## src/rtl/mcpt_pkg.sv

```systemverilog
`timescale 1ns / 1ps

package mcpt_pkg;

    // Default configuration of the tracker.
    localparam int COUNT_WIDTH_DEF = 16;
    localparam int QUEUE_DEPTH_DEF = 4;

    // Widths fixed by the stream fields.
    localparam int CMD_W    = 3;
    localparam int POS_W    = 14;
    localparam int OUT_CNT_W = 16;
    localparam int RUN_W    = 2;
    localparam int BYTE_W   = 8;
    localparam int S_DATA_W = 24;
    localparam int M_DATA_W = 64;
    localparam int CFG_IDX_W  = 1;
    localparam int CFG_DATA_W = 2;

    // Command codes carried in the input word.
    typedef enum logic [CMD_W-1:0] {
        CMD_TICK        = 3'd0,
        CMD_RX_START    = 3'd1,
        CMD_RX_STOP     = 3'd2,
        CMD_LOCAL_START = 3'd3,
        CMD_LOCAL_STOP  = 3'd4,
        CMD_PAUSE       = 3'd5,
        CMD_SET_POS     = 3'd6
    } cmd_t;

    // Transport codes as shown on the result word.
    localparam logic [RUN_W-1:0] RUN_PAUSED   = 2'd0;
    localparam logic [RUN_W-1:0] RUN_STARTING = 2'd1;
    localparam logic [RUN_W-1:0] RUN_STARTED  = 2'd2;

    // Clock mode codes.
    localparam logic [1:0] MODE_INTERNAL = 2'd1;

    // Configuration register indexes.
    localparam logic [CFG_IDX_W-1:0] REG_CLOCK_MODE  = 1'd0;
    localparam logic [CFG_IDX_W-1:0] REG_ECHO_ENABLE = 1'd1;

    // MIDI real-time and system bytes.
    localparam logic [BYTE_W-1:0] MIDI_CLOCK    = 8'hF8;
    localparam logic [BYTE_W-1:0] START_BYTE    = 8'hFA;
    localparam logic [BYTE_W-1:0] STOP_BYTE     = 8'hFC;
    localparam logic [BYTE_W-1:0] MIDI_SONG_POS = 8'hF2;

    // Status shared by all words produced for one input item.
    typedef struct packed {
        logic                 led_on;
        logic                 step16_event;
        logic                 step32_event;
        logic [OUT_CNT_W-1:0] count96;
        logic [OUT_CNT_W-1:0] count32;
        logic [OUT_CNT_W-1:0] count16;
        logic [RUN_W-1:0]     run_state;
    } status_t;

    // One classified item as handed from the front to the back.
    typedef struct packed {
        status_t                status;
        logic [1:0]             nbytes;
        logic [2:0][BYTE_W-1:0] bytes;
    } job_t;

endpackage

```

## src/rtl/midi_clock_position_tracker.sv

```systemverilog
`timescale 1ns / 1ps

// MIDI beat-clock position tracker.
// Input words on s_t* carry a command (tick, received start or stop, local
// start or stop, pause toggle, set song position) and a song position.
// Each command may update the transport state and the 96th, 32nd and 16th
// counters, and yields one output word, or one word per echoed MIDI byte
// (F8, FA, FC, or F2 lsb msb) when echo is enabled; m_tlast marks the final
// word of a command and m_tuser flags that the byte field is valid.
// The cfg_* port writes clock_mode (index 0) and echo_enable (index 1); it
// is always ready and is meant to be used only while the block is idle.
// The first output word passes through a queue slot and then the output
// register. Throughput: one command per cycle when it gives a single word
// and the receiver is ready; a command with k echoed bytes occupies the output
// for one word per byte, the output register being the limiting resource.
// A small queue between the command decoder and the output sequencer lets
// input words keep flowing while the receiver stalls; s_tready drops only
// when that queue is full. Reset (aresetn low, synchronous) pauses the
// transport, clears counters, phase, LED and registers, and empties the queue.
module midi_clock_position_tracker
    import mcpt_pkg::*;
#(
    parameter int COUNT_WIDTH = COUNT_WIDTH_DEF,
    parameter int QUEUE_DEPTH = QUEUE_DEPTH_DEF
) (
    input  logic                  aclk,
    input  logic                  aresetn,
    // Configuration write channel.
    input  logic                  cfg_valid,
    output logic                  cfg_ready,
    input  logic [CFG_IDX_W-1:0]  cfg_index,
    input  logic [CFG_DATA_W-1:0] cfg_data,
    // Command input.
    input  logic                  s_tvalid,
    output logic                  s_tready,
    input  logic [S_DATA_W-1:0]   s_tdata,  // command[2:0], position[16:3], zero pad
    // Result output.
    output logic                  m_tvalid,
    input  logic                  m_tready,
    // tx_byte[7:0], led_on[8], step16_event[9], step32_event[10],
    // count96[26:11], count32[42:27], count16[58:43], run_state[60:59], zero pad
    output logic [M_DATA_W-1:0]   m_tdata,
    output logic                  m_tlast,
    output logic                  m_tuser   // tx_valid[0]
);

    logic [1:0]        clock_mode_reg;
    logic              echo_enable_reg;
    logic              push, full, empty, pop;
    job_t              push_job, head;
    status_t           out_status;
    logic              out_tx_valid;
    logic [BYTE_W-1:0] out_tx_byte;

    assign cfg_ready = 1'b1;

    // Configuration registers.
    always_ff @(posedge aclk) begin
        if (!aresetn) begin
            clock_mode_reg  <= 2'd0;
            echo_enable_reg <= 1'b0;
        end else if (cfg_valid && cfg_ready) begin
            if (cfg_index == REG_CLOCK_MODE) begin
                clock_mode_reg <= cfg_data;
            end
            if (cfg_index == REG_ECHO_ENABLE) begin
                echo_enable_reg <= cfg_data[0];
            end
        end
    end

    assign s_tready = !full;

    mcpt_front #(
        .COUNT_WIDTH (COUNT_WIDTH)
    ) u_front (
        .aclk        (aclk),
        .aresetn     (aresetn),
        .clock_mode  (clock_mode_reg),
        .echo_enable (echo_enable_reg),
        .in_valid    (s_tvalid),
        .in_ready    (s_tready),
        .command     (s_tdata[CMD_W-1:0]),
        .position    (s_tdata[CMD_W+POS_W-1:CMD_W]),
        .push        (push),
        .job         (push_job)
    );

    mcpt_queue #(
        .DEPTH (QUEUE_DEPTH)
    ) u_queue (
        .aclk     (aclk),
        .aresetn  (aresetn),
        .push     (push),
        .push_job (push_job),
        .full     (full),
        .pop      (pop),
        .empty    (empty),
        .head     (head)
    );

    mcpt_back u_back (
        .aclk         (aclk),
        .aresetn      (aresetn),
        .empty        (empty),
        .head         (head),
        .pop          (pop),
        .out_valid    (m_tvalid),
        .out_ready    (m_tready),
        .out_status   (out_status),
        .out_tx_valid (out_tx_valid),
        .out_tx_byte  (out_tx_byte),
        .out_last     (m_tlast)
    );

    // Pack the result word, first field in the lowest bits.
    assign m_tuser = out_tx_valid;
    assign m_tdata = {3'd0,
                      out_status.run_state,
                      out_status.count16,
                      out_status.count32,
                      out_status.count96,
                      out_status.step32_event,
                      out_status.step16_event,
                      out_status.led_on,
                      out_tx_byte};

endmodule

```

## src/rtl/mcpt_front.sv

```systemverilog
`timescale 1ns / 1ps

module mcpt_front
    import mcpt_pkg::*;
#(
    parameter int COUNT_WIDTH = COUNT_WIDTH_DEF
) (
    input  logic             aclk,
    input  logic             aresetn,
    input  logic [1:0]       clock_mode,
    input  logic             echo_enable,
    input  logic             in_valid,
    input  logic             in_ready,
    input  logic [CMD_W-1:0] command,
    input  logic [POS_W-1:0] position,
    output logic             push,
    output job_t             job
);

    localparam int XW = (COUNT_WIDTH > OUT_CNT_W) ? COUNT_WIDTH : OUT_CNT_W;
    // Reciprocal of three scaled by 2^17, exact for every 14-bit position.
    localparam int RECIP3_SHIFT = 17;
    localparam logic [RECIP3_SHIFT-1:0] RECIP3 = 17'd43691;
    localparam int PROD_W = POS_W + RECIP3_SHIFT;

    logic [2:0]             phase_reg, phase_next;
    logic [COUNT_WIDTH-1:0] c96_reg, c96_next;
    logic [COUNT_WIDTH-1:0] c32_reg, c32_next;
    logic [COUNT_WIDTH-1:0] c16_reg, c16_next;
    logic                   led_reg, led_next;
    logic [RUN_W-1:0]       run_reg, run_next;

    logic [PROD_W-1:0] prod3;
    logic [POS_W-1:0]  quot3;
    logic [POS_W-1:0]  quot6;
    logic [POS_W-1:0]  rem6_full;
    logic              ev16, ev32;
    logic [1:0]        nbytes;
    logic [2:0][BYTE_W-1:0] bytes;
    logic              internal;
    logic [XW-1:0]     c96_x, c32_x, c16_x;

    assign push     = in_valid && in_ready;
    assign internal = (clock_mode == MODE_INTERNAL);

    // Song position split into 32nd, 16th and phase by constant division.
    assign prod3     = PROD_W'(position) * PROD_W'(RECIP3);
    assign quot3     = prod3[PROD_W-1:RECIP3_SHIFT];
    assign quot6     = quot3 >> 1;
    assign rem6_full = position - ((quot6 << 2) + (quot6 << 1));

    // Next transport state, counters and echoed bytes for the incoming command.
    always_comb begin
        phase_next = phase_reg;
        c96_next   = c96_reg;
        c32_next   = c32_reg;
        c16_next   = c16_reg;
        led_next   = led_reg;
        run_next   = run_reg;
        ev16       = 1'b0;
        ev32       = 1'b0;
        nbytes     = 2'd0;
        bytes      = '0;
        unique case (cmd_t'(command))
            CMD_TICK: begin
                bytes[0] = MIDI_CLOCK;
                nbytes   = 2'd1;
                if (phase_reg == 3'd5) begin
                    c16_next = c16_reg + COUNT_WIDTH'(1);
                end
                if (phase_reg == 3'd5 || phase_reg == 3'd2) begin
                    c32_next = c32_reg + COUNT_WIDTH'(1);
                end
                led_next   = (c16_next[1:0] == 2'd0);
                c96_next   = c96_reg + COUNT_WIDTH'(1);
                phase_next = (phase_reg == 3'd5) ? 3'd0 : phase_reg + 3'd1;
                if (run_reg == RUN_STARTING && c96_next != '0) begin
                    run_next = RUN_STARTED;
                end
                ev16 = (phase_reg == 3'd0);
                ev32 = (phase_reg == 3'd0 || phase_reg == 3'd3);
            end
            CMD_RX_START: begin
                bytes[0]   = START_BYTE;
                nbytes     = 2'd1;
                phase_next = 3'd0;
                c96_next   = '0;
                c32_next   = '0;
                c16_next   = '0;
                run_next   = RUN_STARTING;
            end
            CMD_RX_STOP: begin
                bytes[0] = STOP_BYTE;
                nbytes   = 2'd1;
                run_next = RUN_PAUSED;
            end
            CMD_LOCAL_START, CMD_LOCAL_STOP, CMD_PAUSE: begin
                if (internal) begin
                    nbytes = 2'd1;
                    if (cmd_t'(command) == CMD_LOCAL_START ||
                        (cmd_t'(command) == CMD_PAUSE && run_reg == RUN_PAUSED)) begin
                        bytes[0]   = START_BYTE;
                        phase_next = 3'd0;
                        c96_next   = '0;
                        c32_next   = '0;
                        c16_next   = '0;
                        run_next   = RUN_STARTED;
                    end else begin
                        bytes[0] = STOP_BYTE;
                        run_next = RUN_PAUSED;
                    end
                end
            end
            CMD_SET_POS: begin
                c96_next   = COUNT_WIDTH'(position);
                c32_next   = COUNT_WIDTH'(quot3);
                c16_next   = COUNT_WIDTH'(quot6);
                phase_next = rem6_full[2:0];
                bytes[0]   = MIDI_SONG_POS;
                bytes[1]   = {1'b0, position[6:0]};
                bytes[2]   = {1'b0, position[13:7]};
                nbytes     = 2'd3;
            end
            default: begin
            end
        endcase
        // With echo off every item yields one word without a byte.
        if (!echo_enable) begin
            nbytes = 2'd0;
        end
    end

    // Counters are shown as their low 16 bits.
    assign c96_x = XW'(c96_next);
    assign c32_x = XW'(c32_next);
    assign c16_x = XW'(c16_next);

    always_comb begin
        job.status.led_on       = led_next;
        job.status.step16_event = ev16;
        job.status.step32_event = ev32;
        job.status.count96      = c96_x[OUT_CNT_W-1:0];
        job.status.count32      = c32_x[OUT_CNT_W-1:0];
        job.status.count16      = c16_x[OUT_CNT_W-1:0];
        job.status.run_state    = run_next;
        job.nbytes              = nbytes;
        job.bytes               = bytes;
    end

    // Tracker state advances on each accepted word.
    always_ff @(posedge aclk) begin
        if (!aresetn) begin
            phase_reg <= 3'd0;
            c96_reg   <= '0;
            c32_reg   <= '0;
            c16_reg   <= '0;
            led_reg   <= 1'b0;
            run_reg   <= RUN_PAUSED;
        end else if (push) begin
            phase_reg <= phase_next;
            c96_reg   <= c96_next;
            c32_reg   <= c32_next;
            c16_reg   <= c16_next;
            led_reg   <= led_next;
            run_reg   <= run_next;
        end
    end

endmodule

```

## src/rtl/mcpt_queue.sv

```systemverilog
`timescale 1ns / 1ps

module mcpt_queue
    import mcpt_pkg::*;
#(
    parameter int DEPTH = QUEUE_DEPTH_DEF
) (
    input  logic aclk,
    input  logic aresetn,
    input  logic push,
    input  job_t push_job,
    output logic full,
    input  logic pop,
    output logic empty,
    output job_t head
);

    localparam int PW = (DEPTH > 1) ? $clog2(DEPTH) : 1;
    localparam int NW = $clog2(DEPTH + 1);

    job_t            slots [DEPTH];
    logic [PW-1:0]   wr_ptr_reg, wr_ptr_next;
    logic [PW-1:0]   rd_ptr_reg, rd_ptr_next;
    logic [NW-1:0]   fill_reg, fill_next;

    assign full  = (fill_reg == NW'(DEPTH));
    assign empty = (fill_reg == '0);
    assign head  = slots[rd_ptr_reg];

    // Pointer wrap and fill level.
    always_comb begin
        wr_ptr_next = wr_ptr_reg;
        rd_ptr_next = rd_ptr_reg;
        fill_next   = fill_reg;
        if (push) begin
            wr_ptr_next = (wr_ptr_reg == PW'(DEPTH - 1)) ? '0 : wr_ptr_reg + PW'(1);
        end
        if (pop) begin
            rd_ptr_next = (rd_ptr_reg == PW'(DEPTH - 1)) ? '0 : rd_ptr_reg + PW'(1);
        end
        if (push && !pop) begin
            fill_next = fill_reg + NW'(1);
        end else if (pop && !push) begin
            fill_next = fill_reg - NW'(1);
        end
    end

    always_ff @(posedge aclk) begin
        if (!aresetn) begin
            wr_ptr_reg <= '0;
            rd_ptr_reg <= '0;
            fill_reg   <= '0;
        end else begin
            wr_ptr_reg <= wr_ptr_next;
            rd_ptr_reg <= rd_ptr_next;
            fill_reg   <= fill_next;
        end
    end

    // Slot storage needs no reset.
    always_ff @(posedge aclk) begin
        if (push) begin
            slots[wr_ptr_reg] <= push_job;
        end
    end

endmodule

```

## src/rtl/mcpt_back.sv

```systemverilog
`timescale 1ns / 1ps

module mcpt_back
    import mcpt_pkg::*;
(
    input  logic              aclk,
    input  logic              aresetn,
    input  logic              empty,
    input  job_t              head,
    output logic              pop,
    output logic              out_valid,
    input  logic              out_ready,
    output status_t           out_status,
    output logic              out_tx_valid,
    output logic [BYTE_W-1:0] out_tx_byte,
    output logic              out_last
);

    logic [1:0]        idx_reg, idx_next;
    logic              valid_reg, valid_next;
    status_t           status_reg;
    logic              tx_valid_reg;
    logic [BYTE_W-1:0] tx_byte_reg;
    logic              last_reg;
    logic              load;
    logic [1:0]        nwords;
    logic              last_word;

    assign load      = !valid_reg || out_ready;
    assign nwords    = (head.nbytes == 2'd0) ? 2'd1 : head.nbytes;
    assign last_word = (idx_reg == nwords - 2'd1);
    assign pop       = load && !empty && last_word;

    // Walk through the bytes of the head item, one word per free output slot.
    always_comb begin
        idx_next   = idx_reg;
        valid_next = valid_reg;
        if (load) begin
            valid_next = !empty;
            if (!empty) begin
                idx_next = last_word ? 2'd0 : idx_reg + 2'd1;
            end
        end
    end

    always_ff @(posedge aclk) begin
        if (!aresetn) begin
            idx_reg   <= 2'd0;
            valid_reg <= 1'b0;
        end else begin
            idx_reg   <= idx_next;
            valid_reg <= valid_next;
        end
    end

    // Output payload register.
    always_ff @(posedge aclk) begin
        if (load && !empty) begin
            status_reg   <= head.status;
            tx_valid_reg <= (head.nbytes != 2'd0);
            tx_byte_reg  <= (head.nbytes != 2'd0) ? head.bytes[idx_reg] : '0;
            last_reg     <= last_word;
        end
    end

    assign out_valid    = valid_reg;
    assign out_status   = status_reg;
    assign out_tx_valid = tx_valid_reg;
    assign out_tx_byte  = tx_byte_reg;
    assign out_last     = last_reg;

endmodule

```

## config.mk

```make
export PLATFORM = sky130hd
export DESIGN_NAME = midi_clock_position_tracker
export DESIGN_NICKNAME = d
export VERILOG_FILES = /design/src/rtl/mcpt_pkg.sv /design/src/rtl/midi_clock_position_tracker.sv /design/src/rtl/mcpt_front.sv /design/src/rtl/mcpt_queue.sv /design/src/rtl/mcpt_back.sv
export SDC_FILE = /design/constraint.sdc
export NUM_CORES = 1
export LEC_CHECK = 0
export BUFFER_PORTS_ARGS = -buffer_cell sky130_fd_sc_hd__buf_2
export CAP_MARGIN = 5
export CORE_ASPECT_RATIO = 0.6
export CORE_MARGIN = 3
export CORE_UTILIZATION = 30
export DETAILED_ROUTE_END_ITERATION = 7
export GPL_TIMING_DRIVEN = 0
export HOLD_SLACK_MARGIN = 0.12
export SYNTH_ARGS = -nofsm -noshare
export SYNTH_HDL_FRONTEND = slang
export SYNTH_SLANG_ARGS = --single-unit
```

## constraint.sdc

```tcl
create_clock -name aclk -period 7 [get_ports aclk]
set_input_delay 1.05 -clock aclk [delete_from_list [all_inputs] [get_ports aclk]]
set_output_delay 1.05 -clock aclk [all_outputs]
set_load 0.05 [all_outputs]
```

* Word-level counts from Yosys, hierarchy flattened
Memories as Yosys holds them, arrays and structs flattened. A register that Yosys moved wholly into a read port is not among the register bits.
Index checks and enable logic that the tools add are counted.
** Cells by class
- Add/sub/neg operators :: 12
- Multiply operators :: 1
- Divide/modulo/power cells :: 0
- $lt $le $gt $ge :: 1
- Equal/unequal tests :: 17
- Shift-type cells :: 0
- Mux-type cells :: 42
- Bitwise gates (word level) :: 2
- Reductions and logical operators :: 32
** Operators by type and width (count)
- one-hot mux 16 bit (4 select lines) :: 3
- 2-to-1 mux 16 bit :: 9
- adder 16 x 1 -> 16 bit, second input constant :: 3
- one-hot mux 8 bit (5 select lines) :: 1
- multiplier 14 x 16 -> 30 bit, second input constant :: 1
- 2-to-1 mux 2 bit :: 10
- 2-to-1 mux 3 bit :: 6
- binary-select mux 8 bit (select 2 bit) :: 1
- 2-to-1 mux 8 bit :: 2
- nonzero test 16 bit :: 1
- == test 3 bit, second input constant :: 5
- 2-to-1 mux 15 bit :: 1
- == test 3 x 2 -> 1 bit, second input constant :: 4
- one-hot mux 3 bit (4 select lines) :: 1
- logical NOT 3 bit :: 3
- one-hot mux 2 bit (4 select lines) :: 1
- logical AND 1 bit :: 7
- adder 2 x 1 -> 2 bit, second input constant :: 3
- adder 3 x 1 -> 3 bit, second input constant :: 2
- logical NOT 2 bit :: 3
- 2-to-1 mux 1 bit :: 6
- one-hot mux 2 bit (3 select lines) :: 1
- AND reduction 2 bit :: 3
- OR reduction 3 bit :: 2
- other kinds (16) :: 28
** Word-level totals
- Bits in registers :: 130
- Latch bits :: 0
- Memory bits (writable) :: 312
- Bits in read-only memories :: 0
- Bits of input ports :: 32
- Output and inout bits :: 69
- Memories :: 1
** Memories
- u_queue.slots :: words 4, bits a word 78, rd ports 1, clocked after memory_dff 1, wr ports 1, RTL line mcpt_queue.sv:21 : job_t slots [DEPTH];

* Longest topological paths before layout
- Depth after elaboration :: 8
- Gate-level depth with buffers :: 22
- Mapped depth without buffers :: 22

* Cells and area by module
Synthesis repeated with hierarchy kept, for this count alone.
** Second synthesis, totals
- Cells, all modules :: 1611
- Area, all modules :: 22268.9 um^2
** Modules (own cells, without submodules)
- mcpt_queue :: instances 1, cells an instance 457, area each 11842.6 um^2, sequential area each 9669.3 um^2
- mcpt_front :: instances 1, cells an instance 1010, area each 7925.1 um^2, sequential area each 1081.0 um^2
- mcpt_back :: instances 1, cells an instance 124, area each 2331.0 um^2, sequential area each 1951.9 um^2
- midi_clock_position_tracker :: instances 1, cells an instance 20, area each 170.2 um^2, sequential area each 60.1 um^2

* Worst setup path after synthesis
Ideal clock, no wire load.
- Kind :: in2reg
- Start point :: input s_tdata[11]
- End point :: register u_front.phase_reg[2]
- Library setup time :: 0.130 ns
- Arrival time :: 5.963 ns
- Path slack :: 0.907 ns
- Stages :: 21
- Path buffers :: 0
- Path through :: ha_1 inv_1 fa_1 inv_1 fa_1 fa_1 inv_1 fa_1 inv_1 fa_1 ha_1 and4_1 o2111ai_1 a21oi_1 a211o_2 xor2_4 ha_1 xor2_1 xnor3_1 a21oi_1 a21oi_1
** Between the ends
- Cells in the longest elaborated chain, start to end :: 4
** Ends and longest elaborated chain
- start, declared :: RTL line midi_clock_position_tracker.sv:36 : input logic [S_DATA_W-1:0] s_tdata,
- multiplier 14 x 16 -> 30 bit :: RTL line mcpt_front.sv:47 : assign prod3 = PROD_W'(position) * PROD_W'(RECIP3);
- adder 3 bit :: RTL line mcpt_front.sv:50 : assign rem6_full = position - ((quot6 << 2) + (quot6 << 1));
- subtractor 3 bit :: RTL line mcpt_front.sv:50
- one-hot mux 3 bit (4 select lines) :: RTL line mcpt_front.sv:64 : unique case (cmd_t'(command))
- end signal, assigned :: RTL line mcpt_front.sv:160 : phase_reg <= phase_next;
- end, declared :: RTL line mcpt_front.sv:26 : logic [2:0] phase_reg, phase_next;
No other way between the ends.
A chain may end at the register's enable or synchronous reset.

==> results_dict.tcl <==
set metrics [dict create \
    outcome "finished, final reports clean" \
    vias_per_cell 5.04 \
    synthFlopType "edfxtp_1" \
    insertion_delay_ps 590 \
    fin_nets 1856 \
    place.gp.congestion 0.940 \
    critical_path_peak_fanout 4 \
    synth_cell_type_count 86 \
    post_cts_buffers 0 \
    io_pins 101 \
    antenna_found_initial 4 \
    min_period_ps 6450 \
    routed_wl_um 54500 \
    synth_xor_area_share_pct 1.25 \
    largest_reg_flops 292 \
    grt_usage_pct 14.9 \
    numCtsBuffers 39 \
    drt_iter0_drc 1192 \
    place_area_mm2 0.0227 \
    muxShareOfSynthArea_pct 8.33 \
    wl_met3_um 5580 \
    cts_tree "done" \
    holdBufCountCts 0 \
    holdCritPathClass "flop to flop" \
    ys_ff_latch 424 \
    cp.required_ps 7250 \
    ant_nets 0 \
    hold_ws_ps 464 \
    numClockSinks 424 \
    timing.setup.tns_ps 0 \
    cts_resized 0 \
    clk_pin_slew_ps 70 \
    setup_viol 0 \
    initial_utilization_pct 30.5 \
    arrival_ps 6700 \
    top_register "u_queue.slots" \
    drt_first_pass_iters 5 \
    pwr_density_cell_mw_per_mm2 435 \
    synth_edf_count 355 \
    num_rows 74 \
    stdcell_count 2605 \
    dieArea_mm2 0.0730 \
    drc 0 \
    synth_top_family_by_area "adder cells" \
    postSynthCellCount 1521 \
    syn_area_mm2 0.0209 \
    power_mw 10.4 \
    slew_viol_final 0 \
    drive_above_1_share_pct 17.4 \
    async_flop_share_pct 0 \
    p_leak_nw 9.12 \
    fmax_ghz 0.155 \
    rsz0062_at_grt "false" \
    seq_area_frac_synth_pct 57.6 \
    fin_skew_ps 47.7 \
    path_class "input port to flop" \
    maxUsedRoutingLayer "met5" \
    synth_compound_area_share_pct 9.27 \
    io_buffer_count 89 \
    worst_pin_slew_ps 1250 \
    endpoint_kind "flop" \
    num_vias 13100 \
    yosysWarnings 0 \
    dr_wl_met2_um 22500 \
    cts_buffer_depth 3 \
    finalHoldViolCount 0 \
    grt_first_pass_wirelength_um 82800 \
    grt_pass1_vias 13300 \
    cts_root_buf "clkbuf_16" \
    slew_headroom_pct 15.4 \
    drv_cap 0 \
    fin_area_mm2 0.0240 \
    die_height_um 210 \
    setup_ws_ps 550 \
    coreArea_mm2 0.0685 \
    ctsHtreeMaxLevel 2 \
    post-route-util_pct 35.1 \
    grt_start_max_net_pins 65 \
    avgSynthCellArea_um2 13.7 \
    cp-start-kind "input port" \
    synthAdderAreaFrac_pct 11.8 \
    synth_simple_gate_area_share_pct 8.14 \
    pre_cts_ws_ps 144 \
    grt-ovfl-total 0 \
    wl_met1_um 25500 \
    areaGrowthSynthToFinish_pct 15.0 \
    die_x_um 347 \
    dpl.cell_count 2529 \
    vdd_ir_drop_max_mv 0.227 \
    min_period_over_period_pct 92.1 \
    wl_per_cell_um 20.9 \
    detailed_place_hpwl_um 39800 \
]
worst max-delay path, stage by stage:
cell and delay, ps:
buf_2 160, ha_1 380, inv_1 70, fa_1 480
inv_1 60, fa_1 510, fa_1 540, inv_1 70
fa_1 540, inv_1 50, fa_1 460, ha_1 320
and4_1 240, o2111ai_1 110, a21oi_1 80, a211o_2 390
xor2_4 210, a222oi_1 760, inv_1 220
worst paths after layout:
path                  startpoint                    to  slack (ps)  cells past startpoint
max                  s_tdata[13]  u_queue.slots[3][44]         550                     19
min              u_front.led_reg       u_front.led_reg         460                      2
max reg2reg  u_queue.fill_reg[0]   u_queue.fill_reg[2]        3270                     11
min reg2reg      u_front.led_reg       u_front.led_reg         460                      2
metal layers:
metal | vias up | track usage (%)
met5 | - | 0
met4 | 2 | 3.17
met3 | 54 | 4.77
met2 | 484 | 21.4
met1 | 6593 | 22.1
li1 | 5996 | -
final cells by class:
type | count | area, um^2
clock inverters | 25 | 330
inverters | 114 | 430
plain buffers | 72 | 314
diodes | 3 | 7.51
repair buffers | 95 | 588
well taps | 912 | 1140
fillers | 6643 | 44500
clock buffers | 47 | 1040
flip-flops and latches | 424 | 12000
multi-input cells | 913 | 8150
cells in the mapped netlist (all sizes together) (7+ instances only):
library cell,count,area (um^2)
xnor2,15,131
a21o,29,218
buf,29,153
nand4,12,75.1
o31ai,8,73.8
a31oi,26,163
ha,111,1390
o21ba,7,70.1
inv,112,420
mux4,72,1620
a221o,7,70.1
edfxtp,355,10700
nor2,102,385
nand2,93,349
nor4,9,83.8
o211a,11,110
xor2,10,106
clkbuf,43,161
a21oi,54,282
nor3,31,170
nand2b,14,87.6
or2,7,43.8
and2,18,113
and3,14,87.6
or3,9,61.3
o21ai,83,419
fa,54,1080
nand3,23,115
dfxtp,69,1380
mux2i,12,120
cell families after synthesis:
group                    Yosys count
AO/OA/AOI/OAI                    286
XOR/XNOR                          26
adder cells (fa/ha/maj)          165
buffers and inverters            186
flip-flops                       424
multiplexers                      84
other                              2
AND/OR/NAND/NOR                  348
where the power goes:
group / leakage [nW] / internal [mW] / switching [mW] / total (mW)
sequential: 3.93 / 3.38 / 0.164 / 3.54
clock: 0.661 / 1.30 / 0.987 / 2.29
combinational: 4.53 / 1.62 / 3.00 / 4.62
total: 9.12 / 6.30 / 4.15 / 10.4
layout by cell type, fill, tap and decap left out, types with 12 or more instances in the layout:
master	Yosys	final
edfxtp_1	355	355
inv_1	112	111
ha_1	111	111
buf_2	20	109
nor2_1	101	101
nand2_1	93	93
mux4_2	72	72
o21ai_0	69	69
dfxtp_1	69	69
fa_1	54	54
a21oi_1	51	51
clkbuf_1	43	48
clkbuf_16	0	39
a21o_1	29	29
nor3_1	28	28
a31oi_1	26	26
nand3_1	23	23
and2_1	18	18
xnor2_1	15	15
nand2b_1	14	14
o21ai_1	13	13
nand4_1	12	12
mux2i_1	12	12
(Power assumes the default switching activity.)
